$ cat src/rtl/gbpc_pkg.sv
package gbpc_pkg;

    localparam logic OP_LOAD   = 1'b0;
    localparam logic OP_SEARCH = 1'b1;

    localparam int CNT_W   = 7;
    localparam int COORD_W = 6;
    localparam int EPOCH_W = 8;

    localparam logic [1:0] DIR_PX = 2'd0;
    localparam logic [1:0] DIR_MX = 2'd1;
    localparam logic [1:0] DIR_PY = 2'd2;
    localparam logic [1:0] DIR_MY = 2'd3;

    typedef struct packed {
        logic       load_wr;
        logic       search_init;
        logic       reject;
        logic       epoch_inc;
        logic       clear_step;
        logic       clear_fin;
        logic       start_push;
        logic       pop;
        logic       goal_chk;
        logic       nbr_issue;
        logic [1:0] nbr_dir;
        logic       nbr_chk;
        logic       emit_final;
    } t_cmd;

    typedef struct packed {
        logic search_bad;
        logic epoch_max;
        logic clear_last;
        logic queue_empty;
        logic limit_hit;
    } t_stat;

endpackage

$ cat src/rtl/gbpc_ctrl.sv
module gbpc_ctrl
    import gbpc_pkg::*;
(
    input  logic  i_clk,
    input  logic  i_rst_n,
    input  logic  start,
    input  logic  i_opcode,
    input  t_stat i_stat,
    output t_cmd  o_cmd,
    output logic  busy
);

    localparam logic [2:0] S_IDLE  = 3'd0;
    localparam logic [2:0] S_CLEAR = 3'd1;
    localparam logic [2:0] S_START = 3'd2;
    localparam logic [2:0] S_POP   = 3'd3;
    localparam logic [2:0] S_FETCH = 3'd4;
    localparam logic [2:0] S_NBR   = 3'd5;
    localparam logic [2:0] S_DONE  = 3'd6;

    logic [2:0] r_state, n_state;
    logic [2:0] r_dir, n_dir;
    logic       r_after, n_after;

    always_ff @(posedge i_clk) begin
        if (!i_rst_n) begin
            r_state <= S_CLEAR;
            r_dir   <= '0;
            r_after <= 1'b0;
        end else begin
            r_state <= n_state;
            r_dir   <= n_dir;
            r_after <= n_after;
        end
    end

    always_comb begin
        n_state = r_state;
        n_dir   = r_dir;
        n_after = r_after;
        o_cmd   = '0;
        case (r_state)
            S_IDLE: begin
                if (start) begin
                    if (i_opcode == OP_LOAD) begin
                        o_cmd.load_wr = 1'b1;
                    end else if (i_stat.search_bad) begin
                        o_cmd.reject = 1'b1;
                    end else begin
                        o_cmd.search_init = 1'b1;
                        // All epoch tags used up: sweep the visited store first.
                        if (i_stat.epoch_max) begin
                            n_state = S_CLEAR;
                            n_after = 1'b1;
                        end else begin
                            o_cmd.epoch_inc = 1'b1;
                            n_state = S_START;
                        end
                    end
                end
            end
            S_CLEAR: begin
                o_cmd.clear_step = 1'b1;
                if (i_stat.clear_last) begin
                    o_cmd.clear_fin = 1'b1;
                    n_state = r_after ? S_START : S_IDLE;
                    n_after = 1'b0;
                end
            end
            S_START: begin
                o_cmd.start_push = 1'b1;
                n_state = S_POP;
            end
            S_POP: begin
                if (i_stat.queue_empty || i_stat.limit_hit) begin
                    n_state = S_DONE;
                end else begin
                    o_cmd.pop = 1'b1;
                    n_state = S_FETCH;
                end
            end
            S_FETCH: begin
                n_dir = '0;
                n_state = S_NBR;
            end
            S_NBR: begin
                // Each neighbor read is issued in the cycle before its check.
                o_cmd.goal_chk  = (r_dir == 3'd0);
                o_cmd.nbr_issue = !r_dir[2];
                o_cmd.nbr_dir   = r_dir[1:0];
                o_cmd.nbr_chk   = (r_dir != 3'd0);
                n_dir = r_dir + 3'd1;
                if (r_dir[2]) begin
                    n_state = S_POP;
                end
            end
            S_DONE: begin
                o_cmd.emit_final = 1'b1;
                n_state = S_IDLE;
            end
            default: begin
                n_state = S_IDLE;
            end
        endcase
    end

    assign busy = (r_state != S_IDLE);

endmodule

$ cat config.mk
export PLATFORM = sky130hd
export DESIGN_NAME = gbpc_ctrl
export DESIGN_NICKNAME = d
export VERILOG_FILES = /design/src/rtl/gbpc_pkg.sv /design/src/rtl/gbpc_ctrl.sv
export SDC_FILE = /design/constraint.sdc
export NUM_CORES = 1
export LEC_CHECK = 0
export BUFFER_PORTS_ARGS = -buffer_cell sky130_fd_sc_hd__buf_2
export CELL_PAD_IN_SITES_DETAIL_PLACEMENT = 1
export CELL_PAD_IN_SITES_GLOBAL_PLACEMENT = 1
export CORE_AREA = 4 4 45 47
export CTS_BUF_LIST = sky130_fd_sc_hd__clkbuf_8
export DETAILED_ROUTE_END_ITERATION = 8
export DIE_AREA = 0 0 49 51
export GPL_ROUTABILITY_DRIVEN = 0
export PLACE_DENSITY_LB_ADDON = 0.1
export SETUP_SLACK_MARGIN = 0.1
export SYNTH_ARGS = -nofsm -noshare
export SYNTH_HDL_FRONTEND = slang
export SYNTH_SLANG_ARGS = --single-unit
$ cat constraint.sdc
create_clock -name i_clk -period 1.93 [get_ports i_clk]
set_input_delay 0.386 -clock i_clk [delete_from_list [all_inputs] [get_ports i_clk]]
set_output_delay 0.386 -clock i_clk [all_outputs]
set_load 0.1 [all_outputs]
==> metrics.md <==
| Metric | Value |
|---|---|
| Final setup vio count | `0` |
| Clock sinks | `7` |
| Vias post-DR | `636` |
| I/O Buffers | `23` |
| FP Rows | `15` |
| Worst VDD drop | `0.599 mV` |
| Starting density of the core | `32.4%` |
| CTS Buffer Depth | `2` |
| Num CTS Buffers | `3` |
| Detailed Routing Iterations Pass 1 | `4` |
| CTS tree | `built` |
| Share of layout cells above drive strength 1 | `56.4%` |
| Setup repair after global routing missed its margin | `yes` |
| Synthesized Nets | `79` |
| Reg power frac | `23.7%` |
| Root Driver | `clkbuf_8` |
| Worst EP required | `1.54 ns` |
| Clock power frac | `29.8%` |
| Seq/Total Area, Yosys | `26.2%` |
| Pint | `0.401 mW` |
| Most frequent cells in the layout | `buf_12, buf_2, buf_4, inv_1` |
| Antenna-violating nets left | `0` |
| Area delta synth->final | `103%` |
| Post-synthesis cell type count | `34` |
| Sw power | `0.292 mW` |
| Post-route cell area | `1090 sq um` |
| Worst slew pin tran | `0.486 ns` |
| Total grt overflow | `0` |
| First-pass GRT wire length | `3260 um` |
| Comb pwr share | `46.5%` |
| Hold_buf cts | `0` |
| Post-synthesis cell count | `68` |
| Synth Flop Type | `dfxtp_1` |
| Final Max Tran Viols | `0` |
| Initial antenna violation count | `0` |
| Syn Area/Cell | `7.88 sq um` |
| Worst skew pair latency | `0.23 ns` |
| Syn. warnings | `0` |
| Synth area leader | `dfxtp_1` |
| Largest net degree at the start of global routing | `12` |
| Switching Share | `42.1%` |
| Die Footprint | `2500 sq um` |
| Core ar. | `1650 sq um` |
| H-tree depth | `1` |
| Pwr dens | `637 nW/um^2` |
| Crit Path Class | `reg2out` |
| Post-DP Area | `913 sq um` |
| Io pins | `24` |
| P_leak | `0.438 nW` |
| Drt total wl | `2000 um` |
| Diode count | `0` |
| Detailed-route wire length per cell | `16.9 um` |
| Drc violations | `0` |
| Synth top area share | `26.2%` |
| Die Y | `51 um` |
| Final HPWL DP | `1300 um` |
| Seq cells post-synth | `7` |
| Outcome | `completed` |
| Die X | `49 um` |
| Post-layout minimum cycle time | `1.79 ns` |
| Overall Power | `0.693 mW` |
| Vias in the first global route | `691` |
| CP Launch Type | `register` |
| Vias per std cell | `5.39` |
| Top cells by area, synth | `dfxtp_1, nor2_1, ha_1, buf_6, a21oi_1` |
| Async SR Flop Fraction | `0%` |
| Clk slew on worst S/H paths | `0.04 ns` |
| Critical path fanouts, max | `3` |
| Post-synthesis cell area | `536 sq um` |
| Nets | `113` |
| Most common cell after layout, fill and taps aside | `buf_12` |
| Fin. Hold Viols | `0` |
| Max Cap Viol | `0` |
| Post-synth EDFFs | `0` |
| Fmax | `557 MHz` |
| Clock Skew | `0.00482 ns` |
| CP Data Arrival Time | `1.41 ns` |
| GRT Util Overall | `17.0%` |
| Crit share post-route | `93.0%` |
| Rel. slew slack | `67.8%` |
| Worst min path class | `in2reg` |
| 1st-iter DRT viols | `7` |
| Crit end category | `primary output` |
-- worst max-delay path: stages (launching register included) --
cell     delay, ns
dfxtp_4       0.35
nor3_4        0.22
nand2_2       0.10
nor4b_4       0.28
buf_12        0.22
-- final timing paths --
check / startpoint / to / slack [ns] / cells past startpoint
max: r_state[0] / o_cmd[10] / 0.14 / 4
max reg2reg: r_state[1] / r_dir[0] / 0.69 / 4
min reg2reg: r_dir[1] / r_dir[1] / 0.50 / 2
min: i_rst_n / r_state[0] / 0.42 / 2
-- flip-flops by register name, indices dropped and copies added, names as in the netlist --
name     cells
r_after      1
r_dir        3
r_state      3
-- final cells by class --
| class | instances | area [sq um] |
|---|---|---|
| clock buffer | 3 | 41.3 |
| clock inverter | 1 | 3.75 |
| fill | 171 | 564 |
| inverter | 5 | 18.8 |
| multi-input combinational | 53 | 483 |
| sequential | 7 | 151 |
| tap | 17 | 21.3 |
| timing repair buffer | 32 | 368 |
-- power groups by stage --
stage | combinational (mW) | clock, mW | sequential (mW)
after floorplan | 0.211 | 0 | 0.164
after global placement | 0.255 | 0 | 0.181
after detailed placement | 0.259 | 0 | 0.182
after CTS | 0.311 | 0.209 | 0.164
after global routing | 0.338 | 0.225 | 0.165
final | 0.322 | 0.206 | 0.164
-- cells by family after synthesis --
| logic type | share of synthesized area, % |
|---|---|
| simple gates | 42.5 |
| compound gates | 16.1 |
| buf+inv | 8.64 |
| flops | 26.2 |
| fa+ha+maj | 4.67 |
| mux | 1.87 |
-- cells in the mapped netlist (2+ instances only) --
cell type,count
a21oi_1,4
and2_1,2
buf_6,2
dfxtp_1,7
ha_1,2
inv_1,4
nand2_1,5
nand2b_1,2
nand3_1,2
nor2_1,7
nor2b_1,2
nor3_1,2
nor3_2,2
nor3b_1,2
o21ai_1,4
-- per-stage QoR --
step | util [%] | cells | setup slack [ns] | setup TNS (ns) | hold WS [ns]
finish | 65.8 | 118 | 0.135 | 0 | 0.421
global route | 65.8 | 118 | 0.0502 | 0 | 0.431
CTS | 63.0 | 116 | 0.0772 | 0 | 0.427
detailed placement | 55.3 | 105 | 0.236 | 0 | 0.493
global placement | 55.3 | 105 | 0.275 | 0 | 0.469
floorplan | - | 68 | -0.276 | -0.852 | 0.458
-- metal layers --
layer	part of all wire (%)	track usage (%)	vias up	wire length (um)
li1	-	-	309	-
met5	0	0	-	0
met4	0.40	2.69	0	8
met3	5.0	5.54	2	100
met2	57	32.0	18	1140
met1	37	18.6	307	745
-- repair_timing --
item / 4_1_cts / 5_1_grt
setup endpoints to repair: 4 / 6
endpoints found under the hold margin: 0 / 0
pin swaps: 3 / 3
setup buffers: 7 / 2
gates resized for setup: 5 / 6
Power figures use the tool's default switching activity.
